[src/rtl/core/iphs_row_ram.sv]
// generic single-write, single-read synchronous memory
// read data registered
// no dependencies
module iphs_row_ram #(
   parameter int DATA_W = 8,
   parameter int ADDR_W = 4
) (
   input  logic              clock,
   input  logic              wr_en,
   input  logic [ADDR_W-1:0] wr_addr,
   input  logic [DATA_W-1:0] wr_data,
   input  logic              rd_en,
   input  logic [ADDR_W-1:0] rd_addr,
   output logic [DATA_W-1:0] rd_data_ff
);

   localparam int DEPTH = 1 << ADDR_W;

   logic [DATA_W-1:0] mem [DEPTH];

   // write port
   always_ff @(posedge clock) begin
      if (wr_en) begin
         mem[wr_addr] <= wr_data;
      end
   end

   // registered read port
   always_ff @(posedge clock) begin
      if (rd_en) begin
         rd_data_ff <= mem[rd_addr];
      end
   end

endmodule

[config.mk]
export PLATFORM = sky130hd
export DESIGN_NAME = iphs_row_ram
export DESIGN_NICKNAME = d
export VERILOG_FILES = /design/src/rtl/core/iphs_row_ram.sv
export SDC_FILE = /design/constraint.sdc
export NUM_CORES = 1
export LEC_CHECK = 0
export CORE_AREA = 2 2 109 111
export DETAILED_ROUTE_END_ITERATION = 7
export DIE_AREA = 0 0 111 113
export DONT_BUFFER_PORTS = 1
export GPL_ROUTABILITY_DRIVEN = 1
export PLACE_DENSITY = 0.63
export SYNTH_ARGS = -nofsm -noshare
export SYNTH_HDL_FRONTEND = slang
export SYNTH_SLANG_ARGS = --single-unit
[constraint.sdc]
create_clock -name clock -period 2.4 [get_ports clock]
set_input_delay 0.48 -clock clock [delete_from_list [all_inputs] [get_ports clock]]
set_output_delay 0.48 -clock clock [all_outputs]
set_load 0.005 [all_outputs]
Word level (Yosys, flattened, before mapping)
Memory sizes are Yosys's and may differ from the RTL's. A register that Yosys moved wholly into a read port is not among the register bits.
Cells that the tools add are included.
{ "word_totals": {"regBits": 0, "ram_bits": 128, "wordCells": 3, "mem_count": 1} }
{ "mem_list": {"columns": ["memory", "words", "word_bits", "read_ports", "rd_clocked_by_memory_dff", "wr", "line", "rtl"], "rows": [
  ["mem", 16, 8, 1, 1, 1, "19", "logic [DATA_W-1:0] mem [DEPTH];"]
]} }
{ "op_classes": {"muxes": 2} }
{ "op_table": {"columns": ["cell", "count"], "rows": [
  ["$mux 1", 2]
]} }

Logic depth before layout (Yosys ltp)
{ "depth": {"word_depth": 2, "ltp_mapped": 5, "mapped_depth_nobuf": 3} }

Least setup slack after synthesis
No wires, ideal clock.
{ "synth_timing": {"kind": "input -> register", "from": "input port wr_addr[2]", "to": "memory mem[0][0], enable pin", "arrival_time_ps": 1590, "t_required_ps": 2017, "setup_slack_ps": 427, "stages": 2, "path_buffers": 0, "path_cell_list": "or3b_2 -> nor3_1"} }
{ "synth_lines": {"columns": ["element", "line", "rtl"], "rows": [
  ["start: declaration", "10", "input logic [ADDR_W-1:0] wr_addr,"],
  ["end: declaration", "19", null]
]} }
Straight into the memory's write port.

==> run metrics <==
commonest register cell after synthesis edfxtp_1; initial antenna violation count 0; Die X-Extent 111 um; post-CTS setup buffers 0; Worst slew margin 0.5801; ys async rst share 0; Worst-Margin Slew approximately 0.63 ns; DIE AREA around 13000 um2; worst r2r dst rd_data_ff[2]; CTS Buf Count 17; Worst path top cell family by delay multiplexers; Post-Syn Instances ~230; crit start category register; WP data arrival between 1.5 and 2 ns; layout overhead on the synthesized area 15.44%; largest net degree at the start of global routing 33; first-pass GRT wire length 14620 um; Final GP Congestion ~0.72; combinational power share 0.027; Avg Cell Area, Syn 22.83 um2; post-cts sizing count 0; Worst path slowest cell mux4_1; register bit total from synthesis around 140; Switching Share 0.1767; Cell Chain, Critical Path mux4_1 > a22oi_1 > nand2_1; Post-DP Area 5448 um2; Reg power frac 0.498; RSZ-0062 raised after global routing no; final wirelength 9574 um; EDFF count, synth between 100 and 150; Nets 274; delay of the slowest critical-path stage 0.54 ns; warnings from Yosys 0; worst hold slack 0.1703 ns; clock share of power 0.476; Leak 1.983 nW; outcome completed; grt ovf 0; setup_tns 0 ns; DR vias/cell 5.707; r2r setup slk 0.85 ns; Worst Path Buf+Inv 0; Finished Cell Area around 6000 um2; syn nets 248; reg-to-reg startpoint mem[5][2]; Die Height 113 um; Detailed Place HPWL 5939 um; # Max-Cap Violations 0; Initial DRT Pass Iterations 4; CTS tree built; DRC 0; Worst-path clk slew about 0.050 ns; GRT Util Overall 0.1650; Max Fclk around 640 MHz; Clock Tree Root clkbuf_16; Cell Rows 39; CP Capture Point rd_data_ff[2]; Avg WL per Cell roughly 23 um; DRT iter0 DRCs around 280; VDD IR max about 450 uV; hold_buf cts 0; Power Dens Cells 897.6 nW/um2; # diodes 0; Fin. Hold Viols 0; Max FO, Critical Path 1; internal power 4.460 mW; Levels on crit path 3; reg2reg path depth 3; crit path from mem[5][2]; Setup crit end kind register; Tmin final 1.550 ns; Pins Over Slew Limit 0; register area share after synthesis 0.7812; switching power 0.9570 mW; Filler cells slightly above 800; worst skew pair latency 0.40 ns; Finish-stage setup viols 0; Initial Utilization 0.4638; share of layout cells above drive strength 1 0.2293; Final Util 0.5354; Tcrit/Tclk final 0.6460; Via Count 2334; Final Skew 0.002990 ns; Crit path required time 2.55 ns; Port-buffer cells 0; I/O pins 27; Final ANT Viol Nets 0; vias in the first global route between 2000 and 2500; CTS H-tree depth 4; Core Area 11270 um2; clock sink count 136; Synth Cell Area 5228 um2; post-synth cell types 18; Clock Tree Buf Depth 2; worst hold path class input pin to register; worst setup path class register to register
[area by class of cell]
class / count / area [um2] / area share
clock buffer: 17 / 425.4 / 0.07050
clock inverter: 13 / 161.4 / 0.02675
tap: 143 / 178.9 / 0.02965
multi-input combinational: 83 / 1057 / 0.1752
timing repair buffer: 17 / 127.6 / 0.02115
sequential: 136 / 4084 / 0.6768
[placed cells by master (no fill, tap or decap), drive strengths merged]
cell,n
clkinvlp,1
clkbuf,17
and2,1
edfxtp,136
buf,17
nand3,1
bufinv,4
and2b,1
nand3b,2
nor2b,1
nand2b,2
nor2,13
a22oi,16
nor3,4
nand2,9
or3b,1
clkinv,8
mux4,32
[cell families after synthesis]
group | after synthesis | synth area share
flip-flops | 136 | 0.7812
AND/OR/NAND/NOR | 35 | 0.03136
multiplexers | 32 | 0.1479
AO/OA/AOI/OAI | 16 | 0.02298
buffers and inverters | 10 | 0.01651
[state kept, by name, summed over array words and instances (netlist names)]
register and cells:
rd_data_ff 8, mem 128
[Yosys cell counts (2+ instances only)]
cell type | number | share of area
a22oi_1 | 16 | 0.023
buf_2 | 3 | 0.0029
buf_6 | 3 | 0.0065
clkdlybuf4s25_2 | 3 | 0.0057
edfxtp_1 | 136 | 0.78
mux4_1 | 14 | 0.070
mux4_2 | 18 | 0.078
nand2_1 | 9 | 0.0065
nand2b_1 | 2 | 0.0024
nand3b_1 | 2 | 0.0029
nor2_1 | 13 | 0.0093
nor3_1 | 4 | 0.0038
[stage by stage]
step | worst slack, ns | std cells | power [mW]
after global placement | 0.7300 | 379 | 2.888
after floorplan | 0.4271 | 229 | 2.872
after detailed placement | 0.7090 | 379 | 2.892
final | 0.8495 | 409 | 5.417
after global routing | 0.8075 | 409 | 5.573
after CTS | 0.8342 | 409 | 5.461
[how the worst min path moves through the flow]
stage | start | slack [ns] | depth (start not counted) | endpoint
after floorplan | wr_data[0] | 0.58 | 0 | mem[0][0]
after global placement | wr_data[7] | 0.58 | 0 | mem[12][7]
after detailed placement | wr_data[1] | 0.58 | 0 | mem[6][1]
after CTS | wr_data[0] | 0.15 | 0 | mem[3][0]
after global routing | wr_data[1] | 0.15 | 0 | mem[4][1]
final | wr_data[6] | 0.17 | 0 | mem[4][6]
[per-layer routing]
metal	share of wire	track usage	vias up	wire length [um]
met2	0.50	0.2544	72	4800
li1	-	-	1027	-
met1	0.45	0.2274	1230	4262
met5	0	0	-	0
met3	0.045	0.04713	5	435
met4	0.0079	0.06250	0	76
[power groups by stage]
stage	registers, mW	clock network [mW]	logic (mW)
global placement	2.74	0	0.145
detailed placement	2.75	0	0.147
floorplan	2.74	0	0.135
CTS	2.70	2.62	0.147
global route	2.70	2.72	0.157
finish	2.70	2.58	0.144
[worst reg2reg max path, cell delays in order (launching register included)]
cell and delay, ns:
edfxtp_1 0.38, mux4_1 0.54, a22oi_1 0.28, nand2_1 0.09
(Power assumes the default switching activity.)
