[src/rtl/core/iphs_pkg.sv]
// shared types and constants for the ip address hash set
// bucket row layout, operation codes, result fields and control states
// no dependencies
package iphs_pkg;

   // table geometry
   localparam int INDEX_BITS = 10;
   localparam int WAYS = 4;
   localparam int ADDR_W = 32;
   localparam int OP_W = 2;
   localparam int BUCKETS = 1 << INDEX_BITS;
   localparam int ROW_W = WAYS * (ADDR_W + 1);

   // stream payload widths
   localparam int REQ_TDATA_W = 40;
   localparam int RSP_FIELDS_W = 3;
   localparam int RSP_TDATA_W = 8;

   // request operations; code three acts as check
   typedef enum logic [OP_W-1:0] {
      OP_INSERT = 2'd0,
      OP_CHECK  = 2'd1,
      OP_REMOVE = 2'd2
   } op_type;

   // one bucket row: valid bits and stored addresses
   typedef struct packed {
      logic [WAYS-1:0]             valid;
      logic [WAYS-1:0][ADDR_W-1:0] addr;
   } row_type;

   // result fields, was_present in the lowest bit
   typedef struct packed {
      logic bucket_full;
      logic inserted;
      logic was_present;
   } rsp_type;

   // outcome of one bucket lookup
   typedef struct packed {
      logic    wr;
      row_type row;
      rsp_type rsp;
   } update_type;

   // control states
   typedef enum logic [1:0] {
      ST_CLEAR  = 2'd0,
      ST_IDLE   = 2'd1,
      ST_LOOKUP = 2'd2
   } state_type;

endpackage

[src/rtl/core/iphs_bucket_logic.sv]
// bucket row lookup and update for one request
// compares all ways, picks the first free slot, builds the new row
// depends on iphs_pkg
module iphs_bucket_logic (
   input  iphs_pkg::op_type     op,
   input  logic [31:0]          address,
   input  iphs_pkg::row_type    row,
   output iphs_pkg::update_type upd
);
   import iphs_pkg::*;

   logic [WAYS-1:0] hit_vec;
   logic [WAYS-1:0] hit_one;
   logic [WAYS-1:0] free_vec;
   logic [WAYS-1:0] free_one;

   // per-way match and lowest free slot
   always_comb begin
      for (int w = 0; w < WAYS; w++) begin
         hit_vec[w] = row.valid[w] && (row.addr[w] == address);
      end
      hit_one  = hit_vec & (~hit_vec + WAYS'(1));
      free_vec = ~row.valid;
      free_one = free_vec & (~free_vec + WAYS'(1));
   end

   // new row and result
   always_comb begin
      upd = '0;
      upd.row = row;
      upd.rsp.was_present = |hit_vec;
      case (op)
         OP_INSERT: begin
            if (!(|hit_vec)) begin
               if (|free_vec) begin
                  upd.wr = 1'b1;
                  upd.row.valid = row.valid | free_one;
                  for (int w = 0; w < WAYS; w++) begin
                     if (free_one[w]) begin
                        upd.row.addr[w] = address;
                     end
                  end
                  upd.rsp.inserted = 1'b1;
               end else begin
                  upd.rsp.bucket_full = 1'b1;
               end
            end
         end
         OP_REMOVE: begin
            if (|hit_vec) begin
               upd.wr = 1'b1;
               upd.row.valid = row.valid & ~hit_one;
            end
         end
         default: begin
         end
      endcase
   end

endmodule

[config.mk]
export PLATFORM = sky130hd
export DESIGN_NAME = iphs_bucket_logic
export DESIGN_NICKNAME = d
export VERILOG_FILES = /design/src/rtl/core/iphs_pkg.sv /design/src/rtl/core/iphs_bucket_logic.sv
export SDC_FILE = /design/constraint.sdc
export NUM_CORES = 1
export LEC_CHECK = 0
export BUFFER_PORTS_ARGS = -buffer_cell sky130_fd_sc_hd__buf_2
export CAP_MARGIN = 25
export CORE_AREA = 2 2 117 119
export DETAILED_ROUTE_END_ITERATION = 10
export DIE_AREA = 0 0 119 121
export SLEW_MARGIN = 20
export SYNTH_ARGS = -nofsm -noshare
export SYNTH_HDL_FRONTEND = slang
export SYNTH_SLANG_ARGS = --single-unit
[constraint.sdc]
create_clock -name vclk -period 2.9
set_input_delay 0.145 -clock vclk [all_inputs]
set_output_delay 0.145 -clock vclk [all_outputs]
set_load 0.1 [all_outputs]
# Word-level counts from Yosys, hierarchy flattened
# Cells that the tools add are included.
[word_totals]
ff_bits = 0
output_inout_bits = 136
input_bits = 166
word_cells = 33
[classes]
n_mux = 11
eq_ne = 5
reduce_logical = 7
n_addsub = 2
n_bitwise = 8
[ops]
columns = ["operator", "count"]
rows = [
  ["$mux W135", 1],
  ["$mux W133", 1],
  ["$mux W130", 1],
  ["$eq A32 B32 Y1", 4],
  ["$mux W32", 4],
  ["$not A4 Y4", 4],
  ["$and A4 B4 Y4", 3],
  ["$pmux W5 S2", 1],
  ["$add A4 B1 Y4 const B", 2],
  ["$reduce_or A4 Y1", 2],
  ["$mux W5", 1],
  ["$logic_and A1 B1 Y1", 4],
  ["$or A4 B4 Y4", 1],
  ["$eq A2 B2 Y1 const B", 1],
  ["$logic_not A2 Y1", 1],
  ["$mux W1", 2],
]

# Longest topological paths before layout
[logic_depth]
depth_word = 9
ltp_mapped = 10
ltp_nobuf = 7

# Worst setup path before layout
# No wires, ideal clock.
[synth_timing]
path_kind = "input to output"
startpoint = "input address[10]"
endpoint = "output upd[2] (netlist bit)"
t_required_ps = 2755
arrival_ps = 3486
setup_slack_ps = -731
path_buffers = 1
stages = 7
cell_sequence = "buf_2 xor2_1 nor4_1 nand4_1 or4_1 o2111ai_4 nor3_1"
[synth_rtl]
columns = ["element", "line_no", "source"]
rows = [
  ["start: declaration", "iphs_bucket_logic.sv:6", "input logic [31:0] address,"],
  ["end: declaration", "iphs_bucket_logic.sv:8", "output iphs_pkg::update_type upd"],
]

==> run summary <==
DRT iter0 DRCs - 139
WHS Endpoint - upd[90]
Syn_area_per_cell - 9.18 um^2
Post-detailed-route wirelength per cell - 22.3 um
Cells after synthesis - 379
Fill cells - 1068
Diode count - 0
Unrepaired setup endpoints after global routing - yes
Slew margin rel. - 0.664
CP Buf/Inv Count - 4
First-pass GRT wire length - 27500 um
Outcome - complete, no violations
Compound-Gate Fraction of Synth Area - 0.0341
Port bufs - 302
Final Hold Fails - 0
Maximum clock rate - 346 MHz
Initial Utilization - 0.266
DRC Markers - 0
Leading post-synthesis cells by cell area - mux2_2 (25%), xor2_1 (22%), mux2_4 (13%)
Final Wtd Congestion - 0.854
Critical Path AT - 2740 ps
GRT Resource Usage Total - 0.253
CP max stage delay - 560 ps
Slowest cell on crit path - or4_4
Simple-Gate Fraction of Synth Area - 0.111
Post-synthesis xor/xnor area fraction - 0.322
Post-synthesis net count - 545
Clk_buf instances - 0
Startpoint types - input pin
Critical path peak fanout - 9
Setup violations, final - 0
Static leakage - 3.49 nW
Dpl cell area - 0.00718 mm^2
Critical path required time - 2760 ps
Final Util - 0.589
Drt total wl - 19400 um
Crit. End Element - output port
CTS Hold Bufs - 0
Final min period - 2890 ps
Largest family of logic cells by synthesized area - multiplexers
Total core area - 0.0131 mm^2
Storage cell area - 0 um^2
Worst slew pin tran - 508 ps
Worst Hold Launch - row[87]
Crit path max-delay family - simple AND/OR/NAND/NOR gates
Post-synthesis sequential area ratio - 0
Die span in y - 121 um
Max-Cap Viols - 0
DRT Pass-1 Iters - 4
Antenna violations before repair - 0
Cell Chain, Critical Path - buf_2, xor2_1, nor4_1, buf_4, nand3_1, or4_4, o2111ai_4, or4b_4, bufbuf_16, mux2_4, buf_8
Period Utilization, post-route - 0.995
Layout net count - 862
Remaining Overflow, GRT - 0
Synth cell types - 34
Mux cell area share after synthesis - 0.446
Synth Warn # - 0
P per Cell Area - 278 mW/mm^2
Antenna-violating nets left - 0
Synth top area share - 0.252
Synth Cell Area - 0.00348 mm^2
Die area - 0.0144 mm^2
Via count - 4205
VDD IR max - 0.184 mV
Layout area overhead - 121%
Worst Setup Path Type - in2out
Synth Area in Adders - 0
Largest net degree at the start of global routing - 25
I/O pin cnt - 302
Layout cell share with drive strength beyond 1 - 0.745
Final Cell Area - 0.00770 mm^2
Area leader, netlist - mux2_2
Detailed Place HPWL - 16200 um
Slew Viols, Final - 0
Vias in the first global route - 4488
Vias per cell - 4.83
Seq Cell Count - 0
Die Wd - 119 um
Std cell rows - 42
Hold Path Class - in2out
Hold depth - 3
-- layout by cell type (no fill, tap or decap), drive strengths merged, types with 2 or more instances in the layout --
master  count
a21oi       2
buf       358
inv         2
mux2      128
nand2       8
nand3       2
nand4      13
nor3        4
nor4       23
o211ai      2
o21ai       6
or4         4
xnor2      42
xor2       86
-- worst max path at each step --
stage / start / end / slack, ps / depth (start not counted)
6_report: address[17] / upd[95] / 10 / 11
2_1_floorplan: address[8] / upd[132] / -430 / 8
3_3_place_gp: address[31] / upd[67] / -260 / 11
4_1_cts: address[21] / upd[67] / -9 / 12
3_5_place_dp: address[31] / upd[67] / -350 / 11
5_1_grt: row[95] / upd[95] / -80 / 11
-- metrics by stage --
| step | hold slack (ps) | setup TNS, ps | total power, mW | cells | setup WS, ps |
|---|---|---|---|---|---|
| 6_report | 699 | 0 | 2.14 | 870 | 13.4 |
| 5_1_grt | 717 | -3450 | 2.20 | 870 | -78.8 |
| 4_1_cts | 701 | -8.75 | 2.11 | 871 | -8.75 |
| 3_5_place_dp | 700 | -32970 | 2.05 | 868 | -353 |
| 3_3_place_gp | 700 | -21770 | 2.04 | 868 | -262 |
| 2_1_floorplan | 384 | -859 | 1.26 | 379 | -430 |
-- tightest hold or removal path, delay by kind of cell --
family	cells	cell delay (ps)
buffers and inverters	2	250
muxes	1	150
-- routing by layer --
layer,vias to the layer above,global-route usage,part of all wire
met2,214,0.479,0.52
met5,-,0,0
met1,1996,0.302,0.40
li1,1978,-,-
met3,17,0.0446,0.071
met4,0,0.0350,0.012
-- logic make-up after synthesis --
logic type,Yosys count
compound gates,15
xor+xnor,128
buf+inv,47
mux,128
simple gates,61
-- power breakdown --
group / leakage (nW) / total, mW / switching, mW / internal (mW)
Clock: 0 / 0 / 0 / 0
Combinational: 3.49 / 2.14 / 1.35 / 0.793
Sequential: 0 / 0 / 0 / 0
-- Yosys cell counts, drive strengths merged (2+ instances only) --
master / n
o211ai: 2
inv: 2
nand4: 13
nor3: 4
xnor2: 42
nand3: 2
a21oi: 2
or4: 4
nand2: 8
nor4: 23
buf: 45
o21ai: 6
xor2: 86
mux2: 128
-- final cells by class --
type / instances / area (um^2) / share of cell area
inverter: 2 / 7.51 / 0.000975
multi-input combinational: 332 / 3390 / 0.440
tap: 176 / 220 / 0.0286
timing repair buffer: 360 / 4090 / 0.530
-- timing repair --
item / CTS / global route
gates resized for setup: 71 / 49
endpoints found under the hold margin: 0 / 0
gates cloned: 2 / 0
pin swaps: 13 / 9
setup buffers: 2 / 0
setup endpoints to repair: 134 / 131
(Power assumes the default switching activity.)
